<file path="config.mk">
export PLATFORM = sky130hd
export DESIGN_NAME = bit_range_list_parser
export DESIGN_NICKNAME = d
export VERILOG_FILES = /design/src/rtl/core/brlp_pkg.sv /design/src/rtl/core/brlp_parser.sv /design/src/rtl/core/bit_range_list_parser.sv
export SDC_FILE = /design/constraint.sdc
export NUM_CORES = 1
export LEC_CHECK = 0
export BUFFER_PORTS_ARGS = -buffer_cell sky130_fd_sc_hd__buf_2
export CAP_MARGIN = 30
export CORE_UTILIZATION = 57
export DETAILED_ROUTE_END_ITERATION = 12
export PLACE_DENSITY_LB_ADDON = 0.15
export SLEW_MARGIN = 20
export SYNTH_ARGS = -nofsm -noshare
export SYNTH_HDL_FRONTEND = slang
export SYNTH_SLANG_ARGS = --single-unit
</file>
<file path="constraint.sdc">
create_clock -name clk -period 6.1 [get_ports clk]
set_input_delay 0.61 -clock clk [delete_from_list [all_inputs] [get_ports clk]]
set_output_delay 0.61 -clock clk [all_outputs]
set_load 0.05 [all_outputs]
</file>
<file path="src/rtl/core/brlp_pkg.sv">
`timescale 1ns / 1ps

package brlp_pkg;

  typedef enum logic [1:0] {
    PH_EXPECT,
    PH_SIGN,
    PH_DIGITS,
    PH_STOP
  } phase_t;

  typedef struct packed {
    logic [7:0] text_byte;
    logic       is_last;
  } brlp_item_t;

  localparam logic [7:0] CHAR_NUL   = 8'h00;
  localparam logic [7:0] CHAR_PLUS  = 8'h2B;
  localparam logic [7:0] CHAR_COMMA = 8'h2C;
  localparam logic [7:0] CHAR_DASH  = 8'h2D;
  localparam logic [7:0] CHAR_ZERO  = 8'h30;
  localparam logic [7:0] CHAR_NINE  = 8'h39;
  localparam logic [6:0] NUM_SAT    = 7'd127;

  function automatic logic is_blank(input logic [7:0] c);
    return (c inside {8'h20, [8'h09:8'h0D]});
  endfunction

  function automatic logic is_digit(input logic [7:0] c);
    return (c inside {[CHAR_ZERO:CHAR_NINE]});
  endfunction

endpackage

</file>
<file path="src/rtl/core/brlp_parser.sv">
`timescale 1ns / 1ps

module brlp_parser
  import brlp_pkg::*;
#(
  parameter int MASK_BITS = 64
) (
  input  logic                 clk,
  input  logic                 rst,
  input  logic                 step,
  input  brlp_item_t           item,
  output logic [MASK_BITS-1:0] res_mask,
  output logic                 res_err
);

  localparam int SHW = $clog2(MASK_BITS);

  phase_t               phase;
  phase_t               phase_a;
  phase_t               phase_next;
  logic [6:0]           number_accum;
  logic [6:0]           num_a;
  logic [6:0]           number_accum_next;
  logic                 number_negative;
  logic                 neg_a;
  logic                 number_negative_next;
  logic [SHW-1:0]       range_low;
  logic [SHW-1:0]       range_low_next;
  logic                 range_pending;
  logic                 range_pending_next;
  logic [MASK_BITS-1:0] mask_accum;
  logic [MASK_BITS-1:0] mask_accum_next;
  logic                 error_flag;
  logic                 error_flag_next;

  logic [7:0]           c;
  logic                 has_char;
  logic                 digit;
  logic [3:0]           dval;
  logic [10:0]          num_sum;
  logic                 mid_fin;
  logic                 ends;
  logic                 fin;
  logic                 bad;
  logic                 opens_range;
  logic [MASK_BITS-1:0] toggle;
  logic [MASK_BITS-1:0] mask_b;
  logic                 err_b;

  assign c        = item.text_byte;
  assign has_char = (c != CHAR_NUL);
  assign digit    = is_digit(c);
  assign dval     = 4'(c - CHAR_ZERO);
  assign num_sum  = 11'(number_accum) * 11'd10 + 11'(dval);
  assign mid_fin  = has_char && (phase == PH_DIGITS) && !digit;
  assign ends     = !has_char || item.is_last;

  // Phase and number after the character itself, before any entry completes.
  always_comb begin
    phase_a = phase;
    num_a   = number_accum;
    neg_a   = number_negative;
    if (has_char) begin
      case (phase)
        PH_EXPECT: begin
          if (is_blank(c)) begin
            phase_a = PH_EXPECT;
          end else if (c == CHAR_PLUS || c == CHAR_DASH) begin
            neg_a   = (c == CHAR_DASH);
            phase_a = PH_SIGN;
          end else if (digit) begin
            neg_a   = 1'b0;
            num_a   = 7'(dval);
            phase_a = PH_DIGITS;
          end else begin
            phase_a = PH_STOP;
          end
        end
        PH_SIGN: begin
          if (digit) begin
            num_a   = 7'(dval);
            phase_a = PH_DIGITS;
          end else begin
            phase_a = PH_STOP;
          end
        end
        PH_DIGITS: begin
          if (digit) begin
            num_a = (num_sum > 11'(NUM_SAT)) ? NUM_SAT : num_sum[6:0];
          end else if (c == CHAR_COMMA || c == CHAR_DASH || is_blank(c)) begin
            phase_a = PH_EXPECT;
          end else if (c == CHAR_PLUS) begin
            phase_a = PH_SIGN;
          end else begin
            phase_a = PH_STOP;
          end
        end
        default: begin
          phase_a = PH_STOP;
        end
      endcase
    end
  end

  assign fin = mid_fin || (ends && phase_a == PH_DIGITS);
  assign bad = (neg_a && num_a != 7'd0) || (num_a >= 7'(MASK_BITS));
  assign opens_range = mid_fin && !bad && (c == CHAR_DASH);

  always_comb begin
    if (range_pending) begin
      toggle = (MASK_BITS'(2) << num_a[SHW-1:0]) - (MASK_BITS'(2) << range_low);
    end else begin
      toggle = MASK_BITS'(1) << num_a[SHW-1:0];
    end
  end

  assign mask_b = (fin && !bad) ? (mask_accum ^ toggle) : mask_accum;
  assign err_b  = error_flag | (fin && bad);

  always_comb begin
    phase_next = phase;
    if (step) begin
      if (ends) begin
        phase_next = PH_EXPECT;
      end else if (fin && bad) begin
        phase_next = PH_STOP;
      end else begin
        phase_next = phase_a;
      end
    end
  end

  always_comb begin
    mask_accum_next      = mask_accum;
    error_flag_next      = error_flag;
    number_accum_next    = number_accum;
    number_negative_next = number_negative;
    range_low_next       = range_low;
    range_pending_next   = range_pending;
    if (step) begin
      if (ends) begin
        mask_accum_next      = '0;
        error_flag_next      = 1'b0;
        number_accum_next    = '0;
        number_negative_next = 1'b0;
        range_low_next       = '0;
        range_pending_next   = 1'b0;
      end else begin
        mask_accum_next      = mask_b;
        error_flag_next      = err_b;
        number_accum_next    = num_a;
        number_negative_next = (mid_fin && c == CHAR_PLUS) ? 1'b0 : neg_a;
        if (opens_range) begin
          range_low_next     = num_a[SHW-1:0];
          range_pending_next = 1'b1;
        end else if (fin) begin
          range_pending_next = 1'b0;
        end
      end
    end
  end

  assign res_mask = mask_b;
  assign res_err  = err_b;

  always_ff @(posedge clk) begin
    if (rst) begin
      phase           <= PH_EXPECT;
      mask_accum      <= '0;
      error_flag      <= 1'b0;
      number_accum    <= '0;
      number_negative <= 1'b0;
      range_low       <= '0;
      range_pending   <= 1'b0;
    end else begin
      phase           <= phase_next;
      mask_accum      <= mask_accum_next;
      error_flag      <= error_flag_next;
      number_accum    <= number_accum_next;
      number_negative <= number_negative_next;
      range_low       <= range_low_next;
      range_pending   <= range_pending_next;
    end
  end

  assert property (@(posedge clk) disable iff (rst)
    (phase == PH_STOP && step && !ends) |=> (phase == PH_STOP))
    else $error("A stopped parse resumed before the end of the string.");

  assert property (@(posedge clk) disable iff (rst)
    (error_flag && step && !ends) |=> error_flag)
    else $error("The error flag cleared within a string.");

  assert property (@(posedge clk) disable iff (rst)
    (step && ends) |=> (mask_accum == '0 && !error_flag && !range_pending))
    else $error("Parse state was not cleared after the end of a string.");

endmodule

</file>
<file path="src/rtl/core/bit_range_list_parser.sv">
`timescale 1ns / 1ps

// Parses a bit list such as "1,12,3-6,9" one character per transfer and
// returns a mask in which every listed bit or range of bits is toggled.
// The input channel (in_valid, in_stall) carries text_byte and is_last.
// A zero byte, or any byte with is_last set, ends the string; the output
// channel (out_valid, out_stall) then delivers one result with bit_mask
// and range_error, and the parse state returns to its reset value.
// Bytes that do not end a string produce no result.
// Each transfer is captured in an input register and processed from
// there; the last byte's result is then captured in the result register,
// which raises out_valid. One byte is accepted every cycle while in_stall
// is low.
// While out_stall holds a result, bytes that produce no result keep
// flowing; a byte that ends the next string waits in the input register
// and in_stall rises until the result register is free.
// Reset is synchronous: both registers empty and the parse state clears.
// Bits of bit_mask at or above MASK_BITS are always zero.
module bit_range_list_parser
  import brlp_pkg::*;
#(
  parameter int MASK_BITS = 64
) (
  input  logic        clk,
  input  logic        rst,
  input  logic        in_valid,
  output logic        in_stall,
  input  logic [7:0]  text_byte,
  input  logic        is_last,
  output logic        out_valid,
  input  logic        out_stall,
  output logic [63:0] bit_mask,
  output logic        range_error
);

  logic                 held;
  brlp_item_t           item_q;
  logic                 item_ends;
  logic                 fire;
  logic                 accept;
  logic [MASK_BITS-1:0] res_mask;
  logic                 res_err;
  logic [MASK_BITS-1:0] mask_q;
  logic                 err_q;

  assign item_ends = (item_q.text_byte == CHAR_NUL) || item_q.is_last;
  assign fire      = held && (!item_ends || !out_valid || !out_stall);
  assign in_stall  = held && !fire;
  assign accept    = in_valid && !in_stall;

  brlp_parser #(
    .MASK_BITS(MASK_BITS)
  ) u_parser (
    .clk      (clk),
    .rst      (rst),
    .step     (fire),
    .item     (item_q),
    .res_mask (res_mask),
    .res_err  (res_err)
  );

  always_ff @(posedge clk) begin
    if (rst) begin
      held      <= 1'b0;
      out_valid <= 1'b0;
    end else begin
      if (accept) begin
        held <= 1'b1;
      end else if (fire) begin
        held <= 1'b0;
      end
      if (fire && item_ends) begin
        out_valid <= 1'b1;
      end else if (!out_stall) begin
        out_valid <= 1'b0;
      end
    end
  end

  always_ff @(posedge clk) begin
    if (accept) begin
      item_q.text_byte <= text_byte;
      item_q.is_last   <= is_last;
    end
    if (fire && item_ends) begin
      mask_q <= res_mask;
      err_q  <= res_err;
    end
  end

  assign bit_mask    = 64'(mask_q);
  assign range_error = err_q;

  assert property (@(posedge clk) disable iff (rst)
    in_stall |-> (held && item_ends))
    else $error("Input stalled without a pending end of string.");

  assert property (@(posedge clk) disable iff (rst)
    (fire && item_ends) |=> out_valid)
    else $error("A finished string did not produce a result.");

  assert property (@(posedge clk) disable iff (rst)
    (out_valid && out_stall) |=> out_valid)
    else $error("A stalled result was dropped.");

  assert property (@(posedge clk)
    rst |=> (!held && !out_valid))
    else $error("Registers were not empty after reset.");

endmodule

</file>
# After elaboration in Yosys (flattened, before gate mapping)
# Index checks and enable logic that the tools add are counted.
# classes
add_sub_neg	3
n_mul	1
order_cmp	6
eq_ne	8
n_shift	3
n_mux	38
n_bitwise	2
reduce_logical	42
# op_table
cell	n
$mux W64	3
$shl A2 B6 Y64 const A	2
$shl A1 B6 Y64 const A	1
$sub A64 B64 Y64	1
$xor A64 B64 Y64	1
$mux W7	7
$eq A8 B6 Y1 const B	4
$pmux W7 S3	1
$mux W1	16
$mux W2	8
$logic_and A1 B1 Y1	15
$mux W6	2
$add A11 B4 Y11	1
$gt A11 B7 Y1 const B	1
$mul A7 B3 Y10 const B	1
$logic_or A1 B1 Y1	9
$ge A8 B4 Y1 const B	1
$ge A8 B6 Y1 const B	1
$le A8 B4 Y1 const B	1
$le A8 B6 Y1 const B	1
$logic_not A1 Y1	8
$logic_not A8 Y1	1
$reduce_bool A8 Y1	1
$ge A7 B7 Y1 const B	1
11 further kinds	15
# totals
reg_bits	158
input_bits	13
out_inout_bits	67
elab_cells	116

# Longest topological paths before layout
# Gate-level depths: netlist (run 1).
# logic_depth
ltp_word	15
depth_mapped	28
depth_no_buf	25

# By module
# Synthesis (run 1) repeated with hierarchy kept, for this count alone.
# hier_totals
cells_unflattened	1587
area_unflattened_um2	12899.9
# by_module_without_submodules
module	instances	cells_each	area_each_um2	seq_area_each_um2
brlp_parser	1	1494	10492.6	1641.6
bit_range_list_parser	1	93	2407.3	2262.2

# Least setup slack after synthesis (run 1)
# OpenSTA, ideal clock, no wires.
# synth_timing
path_kind	register to register
startpoint	reg u_parser.number_accum[1]
endpoint	reg u_parser.mask_accum[48]
setup_ns	0.062
arrival_time_ns	6.326
required_time_ns	6.038
setup_slack_ns	-0.288
path_stages_with_launch	26
n_path_buf	1
period_less_slack_ns	6.388
path_cell_list	dfxtp_1 ha_1 ha_1 fa_1 nand2_1 nor3_1 o21ai_1 mux2_2 o31ai_1 a221oi_1 or4_1 buf_2 nor2_1 ha_1 a21o_1 a21o_1 a221oi_1 o21ai_0 a211o_1 a211oi_1 o21a_1 o21bai_1 mux2_2 a21o_1 or3_1 nand3_1
# synth_between
elab_chain_cells	14
elab_cells_between_ends	23
classes_between	add/sub (2); mul (1); order compare (2); shift (2); mux (10); bitwise (1); reduce/logical (5)
# synth_rtl
element	line	rtl
from (decl)	brlp_parser.sv:21	logic [6:0] number_accum;
from (signal assigned)	brlp_parser.sv:179	number_accum <= number_accum_next;
$mul A7 B3 Y10	brlp_parser.sv:54	assign num_sum = 11'(number_accum) * 11'd10 + 11'(dval);
$add A11 B4 Y11	brlp_parser.sv:54	
$gt A11 B7 Y1	brlp_parser.sv:89	num_a = (num_sum > 11'(NUM_SAT)) ? NUM_SAT : num_sum[6:0];
$mux W7	brlp_parser.sv:89	
$mux W7	brlp_parser.sv:88	if (digit) begin
$pmux W7 S3	brlp_parser.sv:64	case (phase)
$mux W7 *	brlp_parser.sv:63	if (has_char) begin
parallel branches: the longest is 5 deep, another holds $sub A64 B64 Y64	n/a	
$mux W64 *	brlp_parser.sv:117	assign mask_b = (fin && !bad) ? (mask_accum ^ toggle) : mask_accum;
$mux W64 *	brlp_parser.sv:141	if (ends) begin
to (signal assigned)	brlp_parser.sv:177	mask_accum <= mask_accum_next;
to (decl)	brlp_parser.sv:31	logic [MASK_BITS-1:0] mask_accum;
# Every way passes the cells marked *.
# A chain may end at the register's enable or synchronous reset.

# Final worst setup path (run 1)
# layout_timing
startpoint	reg u_parser.number_accum[3]
endpoint	reg u_parser.mask_accum[59]
# The elaborated chain is that of the path after synthesis.

==> results of run 1 <==
-- layer usage --
layer,GRT usage,wire (um),up-vias
met5,0,0,-
met2,0.600,20300,748
met4,0.132,1490,0
met1,0.550,19500,6546
met3,0.0919,4850,119
li1,-,-,6443
-- layout make-up --
class                           instances  area, um2
Fill cell                            1560       4940
Timing Repair Buffer                  369       2700
Inverter                               47        176
Antenna cell                            1       2.50
Sequential cell                       158       3910
Clock buffer                           17        425
Tap cell                              280        350
Multi-Input combinational cell       1311       9190
Clock inverter                         15        140
-- cells in the mapped netlist, drive strengths merged (31+ instances only) --
cell / n
nand2: 202
nor2: 172
a21oi: 143
o21ai: 95
dfxtp: 84
clkbuf: 83
xnor2: 78
ha: 76
edfxtp: 74
nor3: 57
a21o: 47
inv: 46
xor2: 41
nand3: 34
o31ai: 31
-- worst paths after layout --
path,to,slack [ns],cells past startpoint
worst max-delay path,u_parser.mask_accum[59]$_SDFFE_PP0P_,-0.17,28
worst min-delay path,item_q[6]$_DFFE_PP_,0.33,1
worst min register to register,u_parser.mask_accum[44]$_SDFFE_PP0P_,0.48,1
worst max register to register,u_parser.mask_accum[59]$_SDFFE_PP0P_,-0.17,28
-- logic make-up after synthesis --
family / count (synthesis) / share of synthesized area
fa+ha+maj: 78 / 0.0780
compound gates: 483 / 0.248
flops: 158 / 0.307
mux: 19 / 0.0162
buf+inv: 145 / 0.0458
xor+xnor: 119 / 0.0821
simple gates: 612 / 0.223
-- metrics by stage --
| step | util | setup TNS, ns | total power [mW] | hold slack, ns |
|---|---|---|---|---|
| 6_report | 0.774 | -1.96 | 2.68 | 0.328 |
| 5_1_grt | 0.774 | -11.28 | 2.75 | 0.336 |
| 3_5_place_dp | 0.691 | -11.31 | 1.55 | 0.466 |
| 4_1_cts | 0.735 | -0.0511 | 2.63 | 0.324 |
| 3_3_place_gp | 0.688 | -4.34 | 1.54 | 0.455 |
| 2_1_floorplan | - | 0 | 1.41 | 0.446 |
-- power groups by stage --
stage | Sequential [mW] | Combinational [mW] | Clock (mW)
5_1_grt | 1.14 | 0.497 | 1.11
3_3_place_gp | 1.16 | 0.382 | 0
3_5_place_dp | 1.16 | 0.393 | 0
6_report | 1.14 | 0.471 | 1.07
2_1_floorplan | 1.22 | 0.194 | 0
4_1_cts | 1.14 | 0.416 | 1.07
-- flip-flops by register name (all words and copies together), names as in the netlist --
name	flops
bit_mask	64
u_parser.mask_accum	64
item_q	9
u_parser.number_accum	7
u_parser.range_low	6
u_parser.phase	2
held	1
out_valid	1
range_error	1
u_parser.error_flag	1
u_parser.number_negative	1
u_parser.range_pending	1
-- timing repair --
item | in CTS | in global routing
setup buffers | 13 | 22
endpoints found under the hold margin | 0 | 0
pin swaps | 50 | 60
endpoints found under the setup margin | 87 | 97
resized for setup | 71 | 140
-- critical path: cells and delay by family (launching register included) --
family,cells,cell delay [ns]
AO/OA/AOI/OAI,12,1.92
adder cells (fa/ha/maj),4,1.19
buffers and inverters,4,0.59
flip-flops,1,0.34
multiplexers,1,0.31
AND/OR/NAND/NOR,7,1.83
==> flow_summary.json, run 1 <==
{
  "postRouteAntennaNets": 0,
  "worstSetupPathType": "register to register",
  "clk_pin_slew_ns": 0.09,
  "gr-usage-all-layers": 0.396,
  "max-vdd-ir-drop_mv": 0.154,
  "p_comb_frac": 0.176,
  "dp_hpwl_um": 33800,
  "violations": "negative setup slack",
  "rows": 54,
  "drtIter0Drc": 1321,
  "viasPerCell": 6.30,
  "die_h_um": 151,
  "seq_area_frac_synth": 0.307,
  "cts_hold_buf": 0,
  "hold_viol_final": 0,
  "switchingPower_mw": 0.816,
  "p_leak_nw": 7.22,
  "clk_path_buf_depth": 2,
  "worstPathArrival_ns": 6.64,
  "clkPwrFrac": 0.399,
  "drt-total-wl_um": 46200,
  "final_net_count": 1995,
  "internal_power_mw": 1.86,
  "clk_latency_ns": 0.45,
  "critPathMaxStageDelay_ns": 0.60,
  "syn2layout_area_growth_pct": 32.9,
  "layout_common_cells": "buf_4 (268), nand2_1 (192), nor2_1 (147), a21oi_1 (113), buf_2 (83)",
  "setup_viol": 31,
  "root_buffer": "clkbuf_16",
  "die_x_um": 151,
  "clock_skew_ns": 0.0237,
  "synth_edf_count": 74,
  "fin_ws_ns": -0.171,
  "antenna_found_initial": 2,
  "synth_cells": 1614,
  "cts.sinks": 158,
  "cts.htree.levels": 4,
  "stdcell_count": 2198,
  "syn-num-nets": 1705,
  "worstMarginPinSlew_ns": 1.15,
  "clock.fmax_mhz": 159,
  "cp.required_ns": 6.47,
  "final_area_mm2": 0.0169,
  "dieArea_mm2": 0.0229,
  "io_pins": 80,
  "portBuffers": 79,
  "switching_share": 0.305,
  "cts_made_buffers": 17,
  "start_util": 0.582,
  "synth.area.top_cells": "edfxtp_1 (17%), dfxtp_1 (13%), ha_1 (7.5%)",
  "pwr_density_cell_mw_per_mm2": 159,
  "timing.final.crit_period_ns": 6.27,
  "endpoint_kind": "register",
  "syn_area_per_cell_um2": 7.87,
  "path_max_fanout": 5,
  "worstSetupStartpointType": "register",
  "grt-ovfl-total": 0,
  "status": "finished with violations",
  "place_ws_ns": -0.539,
  "rsz0062_at_grt": "yes",
  "drc": 0,
  "dominantRegCellSynth": "dfxtp_1",
  "cap_viol_max_count": 0,
  "synthesis.area_mm2": 0.0127,
  "grt_pass1_wl_um": 68600,
  "post-route-period-util": 1.03,
  "gp_congestion": 1.02,
  "yosysTopAreaCell": "edfxtp_1",
  "holdCritPathClass": "input pin to register",
  "r2r-start": "u_parser.number_accum[3]$_SDFFE_PP0P_",
  "synth_top_area_share": 0.175,
  "synth-seq-cells": 158,
  "vias": 13900,
  "placed_cells": 2131,
  "yosysWarnings": 0,
  "relSlewSlack": 0.230,
  "dr.pass1.iters": 7,
  "core_mm2": 0.0218,
  "drive_above_1_share": 0.309,
  "synth_cell_types": 83,
  "p_seq_frac": 0.425,
  "slowest_stage": "or4_4",
  "grt_max_degree": 99,
  "min_from": "text_byte[5]",
  "grt_pass1_vias": 12500,
  "worstSetupStartpoint": "u_parser.number_accum[3]$_SDFFE_PP0P_",
  "async_flop_share": 0,
  "cts_tree": "built",
  "final_common_cell": "buf_4",
  "slew_violations": 0,
  "dpl_cell_area_mm2": 0.0151,
  "wl_per_cell_um": 21.0
}
Note: power is estimated with default switching activity, not from simulation.
==> run 2: changes to the inputs <==
CORE_MARGIN = 1.5   (was default)
RECOVER_POWER = 25   (was default)
==> flow_summary.json, run 2 (synthesized netlist as in run 1, its figures left out) <==
{
  "postRouteAntennaNets": 0,
  "worstMarginPinSlew_ns": 1.07,
  "portBuffers": 79,
  "worstPathArrival_ns": 6.59,
  "switching_share": 0.295,
  "p_total_mw": 2.72,
  "cts_tree": "built",
  "switchingPower_mw": 0.804,
  "worstSetupStartpointType": "register",
  "worstSetupPathType": "register to register",
  "rr_worst_depth": 28,
  "io_pins": 80,
  "drive_above_1_share": 0.293,
  "dr.pass1.iters": 6,
  "clkPwrFrac": 0.416,
  "fin_ws_ns": -0.112,
  "hold_viol_final": 0,
  "cts.sinks": 158,
  "min_from": "text_byte[0]",
  "path_max_fanout": 6,
  "final_net_count": 1999,
  "antenna_found_initial": 0,
  "path_common_cell": "buf_4",
  "cts_made_buffers": 17,
  "slew_violations": 0,
  "clk_pin_slew_ns": 0.08,
  "slowest_stage": "or4_4",
  "wl_per_cell_um": 21.1,
  "grt_pass1_wl_um": 69300,
  "holdCritPathClass": "input pin to register",
  "clk_latency_ns": 0.44,
  "gr-usage-all-layers": 0.376,
  "viasPerCell": 6.34,
  "pwr_density_cell_mw_per_mm2": 161,
  "p_seq_frac": 0.418,
  "dp_hpwl_um": 34100,
  "clock_skew_ns": 0.0196,
  "max-vdd-ir-drop_mv": 0.178,
  "num-fill-cells": 1578,
  "critPathMaxStageDelay_ns": 0.58,
  "endpoint_kind": "register",
  "post-route-period-util": 1.02,
  "multi_input_area_mm2": 0.00931,
  "die_h_um": 152,
  "area.sequential_mm2": 0.00391,
  "r2r-start": "u_parser.number_accum[3]$_SDFFE_PP0P_",
  "p_comb_frac": 0.166,
  "cts.htree.levels": 4,
  "drc": 0,
  "drtIter0Drc": 1808,
  "hold_slack_ns": 0.342,
  "clk_path_buf_depth": 2,
  "grt_max_degree": 92,
  "grt_pass1_vias": 12600,
  "root_buffer": "clkbuf_16",
  "start_util": 0.582,
  "worstSetupStartpoint": "u_parser.number_accum[3]$_SDFFE_PP0P_",
  "vias": 14000,
  "syn2layout_area_growth_pct": 33.4,
  "rsz0062_at_grt": "yes",
  "n_antenna_cell": 0,
  "setup_viol": 16,
  "cts_hold_buf": 0,
  "timing.final.crit_period_ns": 6.21,
  "rows": 54,
  "gp_congestion": 1.07,
  "cap_viol_max_count": 0,
  "dieArea_mm2": 0.0232,
  "clock.fmax_mhz": 161,
  "final_common_cell": "buf_4",
  "status": "finished with violations",
  "drt-total-wl_um": 46400,
  "relSlewSlack": 0.281,
  "hold_depth": 1,
  "internal_power_mw": 1.92,
  "layout_common_cells": "buf_4 (283), nand2_1 (194), nor2_1 (135), a21oi_1 (107), dfxtp_1 (80)",
  "fin_tns_setup_ns": -0.728,
  "violations": "negative setup slack",
  "die_x_um": 152,
  "cp.required_ns": 6.48,
  "grt-ovfl-total": 0,
  "core_mm2": 0.0218,
  "p_leak_nw": 7.09
}
run 2: changes by cell type in the layout (fill, tap and decap cells not counted), moves of 3 or more:
| cell | before | now |
|---|---|---|
| inv_8 | 4 | 1 |
| buf_6 | 13 | 9 |
| nor2_1 | 147 | 135 |
| a21oi_2 | 24 | 31 |
| a21oi_1 | 113 | 107 |
| nor2_2 | 13 | 24 |
| clkbuf_1 | 0 | 54 |
| o21ai_2 | 11 | 7 |
| ha_4 | 11 | 15 |
| buf_2 | 83 | 26 |
| o21ai_1 | 33 | 38 |
| buf_4 | 268 | 283 |
run 2: path summary, 6_finish.rpt:
check                                    endpoint  slack (ns)
max          u_parser.mask_accum[48]$_SDFFE_PP0P_       -0.11
max reg2reg  u_parser.mask_accum[48]$_SDFFE_PP0P_       -0.11
min                           item_q[1]$_DFFE_PP_        0.34
min reg2reg  u_parser.mask_accum[44]$_SDFFE_PP0P_        0.48
run 2: power groups by stage:
stage	Clock, mW	Sequential, mW	Combinational, mW
after floorplan	0	1.22	0.194
after global placement	0	1.16	0.380
after detailed placement	0	1.16	0.387
after CTS	1.13	1.14	0.396
after global routing	1.17	1.14	0.475
final	1.13	1.14	0.452
run 2: final cells by class:
type,instances,area share
Clock buffer,18,0.0253
Clock inverter,14,0.0101
Inverter,47,0.0104
Multi-Input combinational cell,1311,0.549
Sequential cell,158,0.231
Tap cell,280,0.0207
Timing Repair Buffer,373,0.154
run 2: what timing repair did:
action,in CTS,in global routing
setup buffers,9,22
resized for setup,35,196
setup endpoints to repair,72,98
pin swaps,20,102
run 2: per-stage QoR:
step | instances | utilization | setup slack [ns] | instance area, um2
floorplan | 1614 | - | 0.0159 | 12700
detailed placement | 2140 | 0.693 | -0.286 | 15100
global route | 2201 | 0.777 | -0.358 | 17000
global placement | 2139 | 0.692 | -0.121 | 15100
finish | 2201 | 0.777 | -0.112 | 17000
CTS | 2181 | 0.731 | 0.000104 | 15900
run 2: routing by layer:
layer | global-route usage | part of all wire | vias to the layer above
met1 | 0.547 | 0.43 | 6601
met5 | 0 | 0 | -
li1 | - | - | 6449
met3 | 0.0762 | 0.11 | 99
met2 | 0.559 | 0.44 | 815
met4 | 0.118 | 0.026 | 0
run 2: worst max-delay path, delay by kind of cell, from the launching register on:
family / cells / cell delay (ns)
and+or+nand+nor: 6 / 1.41
AOI/OAI and AO/OA: 11 / 1.87
DFF: 1 / 0.34
buffers and inverters: 5 / 0.73
adders and majority gates: 4 / 1.14
muxes: 2 / 0.67
==> run 3: changes to the inputs <==
CORE_UTILIZATION = 63   (was 57)
RECOVER_POWER = default   (was 25)
clock period = 6.25 ns   (was 6.1 ns; I/O delays follow)
==> flow_summary.json, run 3 (synthesized netlist as in run 1, its figures left out) <==
{
  "portBuffers": 79,
  "cp.required_ns": 6.58,
  "cap_viol_max_count": 0,
  "drtIter0Drc": 1920,
  "rows": 51,
  "grt-ovfl-total": 0,
  "path_common_cell": "a21o_1",
  "grt_max_degree": 99,
  "dr_wl_met3_um": 6220,
  "cts_made_buffers": 17,
  "critPathMaxStageDelay_ns": 0.58,
  "status": "finished with violations",
  "cp.depth": 26,
  "dpl_cell_area_mm2": 0.0148,
  "postLayoutCoreUtil": 0.827,
  "vias": 14200,
  "p_leak_nw": 6.88,
  "cts.htree.levels": 4,
  "syn2layout_area_growth_pct": 27.5,
  "clock_skew_ns": 0.0223,
  "ff2ff_setup_slack_ns": -0.1,
  "r2r-end": "u_parser.mask_accum[32]$_SDFFE_PP0P_",
  "core_mm2": 0.0196,
  "drt-total-wl_um": 46000,
  "hold_viol_final": 0,
  "slowest_stage": "fa_2",
  "clock.fmax_mhz": 158,
  "r2r-start": "u_parser.number_accum[1]$_SDFFE_PP0P_",
  "holdCritPathClass": "input pin to register",
  "wl_met2_um": 19800,
  "clk_latency_ns": 0.45,
  "drive_above_1_share": 0.269,
  "hold_slack_ns": 0.353,
  "worstSetupPathType": "register to register",
  "grt_pass1_wl_um": 68400,
  "fin_tns_setup_ns": -0.528,
  "p_total_mw": 2.60,
  "violations": "negative setup slack",
  "rr_worst_depth": 26,
  "worstSetupStartpoint": "u_parser.number_accum[1]$_SDFFE_PP0P_",
  "gp_congestion": 0.996,
  "timing.final.crit_period_ns": 6.35,
  "layout_common_cells": "buf_4 (234), nand2_1 (197), nor2_1 (155), a21oi_1 (121), dfxtp_1 (81)",
  "die_h_um": 145,
  "final_common_cell": "buf_4",
  "clk_pin_slew_ns": 0.08,
  "max-vdd-ir-drop_mv": 0.180,
  "slew_violations": 0,
  "gr-usage-all-layers": 0.412,
  "cp_top_family": "compound AO/OA/AOI/OAI gates",
  "cts_tree": "built",
  "wl_per_cell_um": 21.6,
  "clk_path_buf_depth": 2,
  "grt_pass1_vias": 12600,
  "setup_viol": 9,
  "path_max_fanout": 6,
  "worstSetupStartpointType": "register",
  "die_x_um": 145,
  "fin_ws_ns": -0.0966,
  "dieArea_mm2": 0.0210,
  "drt-met1-wl_um": 18400,
  "post-route-period-util": 1.02,
  "place_ws_ns": -0.412,
  "antenna_found_initial": 1,
  "viasPerCell": 6.63,
  "io_pins": 80,
  "highest_layer": "met4",
  "endpoint_kind": "register",
  "cts_hold_buf": 0,
  "rsz0062_at_grt": "yes",
  "relSlewSlack": 0.271,
  "final_area_mm2": 0.0162,
  "dp_hpwl_um": 33200,
  "stdcell_count": 2134,
  "dr.pass1.iters": 6,
  "worstPathArrival_ns": 6.68,
  "start_util": 0.648,
  "placed_cells": 2083,
  "root_buffer": "clkbuf_16",
  "worst-path-buf-inv": 2,
  "drc": 0,
  "crit_path_end": "u_parser.mask_accum[32]$_SDFFE_PP0P_",
  "worstMarginPinSlew_ns": 1.09,
  "final_net_count": 1946,
  "cts.sinks": 158,
  "postRouteAntennaNets": 0,
  "pwr_density_cell_mw_per_mm2": 161
}
[run 3: cell types whose count changed in the layout (fill, tap and decap cells not counted), sizes merged]
cell | before | now
clkbuf | 71 | 19
buf | 320 | 319
diode | 0 | 1
bufinv | 2 | 1
clkinv | 3 | 4
[run 3: final cells by class]
| class | instances | area (um2) |
|---|---|---|
| Clock inverter | 14 | 150 |
| Fill cell | 1247 | 3390 |
| Inverter | 47 | 176 |
| Antenna cell | 1 | 2.50 |
| Timing Repair Buffer | 320 | 2250 |
| Clock buffer | 18 | 429 |
| Sequential cell | 158 | 3910 |
| Tap cell | 265 | 332 |
| Multi-Input combinational cell | 1311 | 8950 |
[run 3: layer usage]
metal / up-vias / track usage
li1: 6354 / -
met4: 0 / 0.141
met5: - / 0
met3: 168 / 0.112
met1: 6543 / 0.579
met2: 1085 / 0.607
[run 3: worst register-to-register path, delay by kind of cell (launching register included)]
kind | cells | cell delay (ns)
compound gates | 13 | 2.71
fa+ha+maj | 4 | 1.23
simple gates | 5 | 1.04
buf+inv | 2 | 0.41
flops | 1 | 0.35
mux | 1 | 0.32
xor+xnor | 1 | 0.18
[run 3: what timing repair did]
| item | CTS | global route |
|---|---|---|
| buffers inserted | 1 | 15 |
| endpoints found under the setup margin | 78 | 98 |
| resized for setup | 24 | 121 |
| pin swaps | 9 | 61 |
| cloned | 0 | 0 |
[run 3: worst min-delay path by stage]
stage	start	cells after the start	end	slack (ns)
after floorplan	u_parser.mask_accum[33]$_SDFFE_PP0P_	1	u_parser.mask_accum[33]$_SDFFE_PP0P_	0.45
after global placement	u_parser.mask_accum[33]$_SDFFE_PP0P_	1	u_parser.mask_accum[33]$_SDFFE_PP0P_	0.45
after detailed placement	u_parser.mask_accum[33]$_SDFFE_PP0P_	1	u_parser.mask_accum[33]$_SDFFE_PP0P_	0.46
after CTS	text_byte[3]	1	item_q[4]$_DFFE_PP_	0.35
after global routing	text_byte[3]	1	item_q[4]$_DFFE_PP_	0.34
final	text_byte[3]	1	item_q[4]$_DFFE_PP_	0.35
[run 3: power by group]
group	switching (mW)	total [mW]	internal, mW
Sequential	0.0104	1.11	1.10
Combinational	0.270	0.431	0.161
Clock	0.494	1.06	0.565
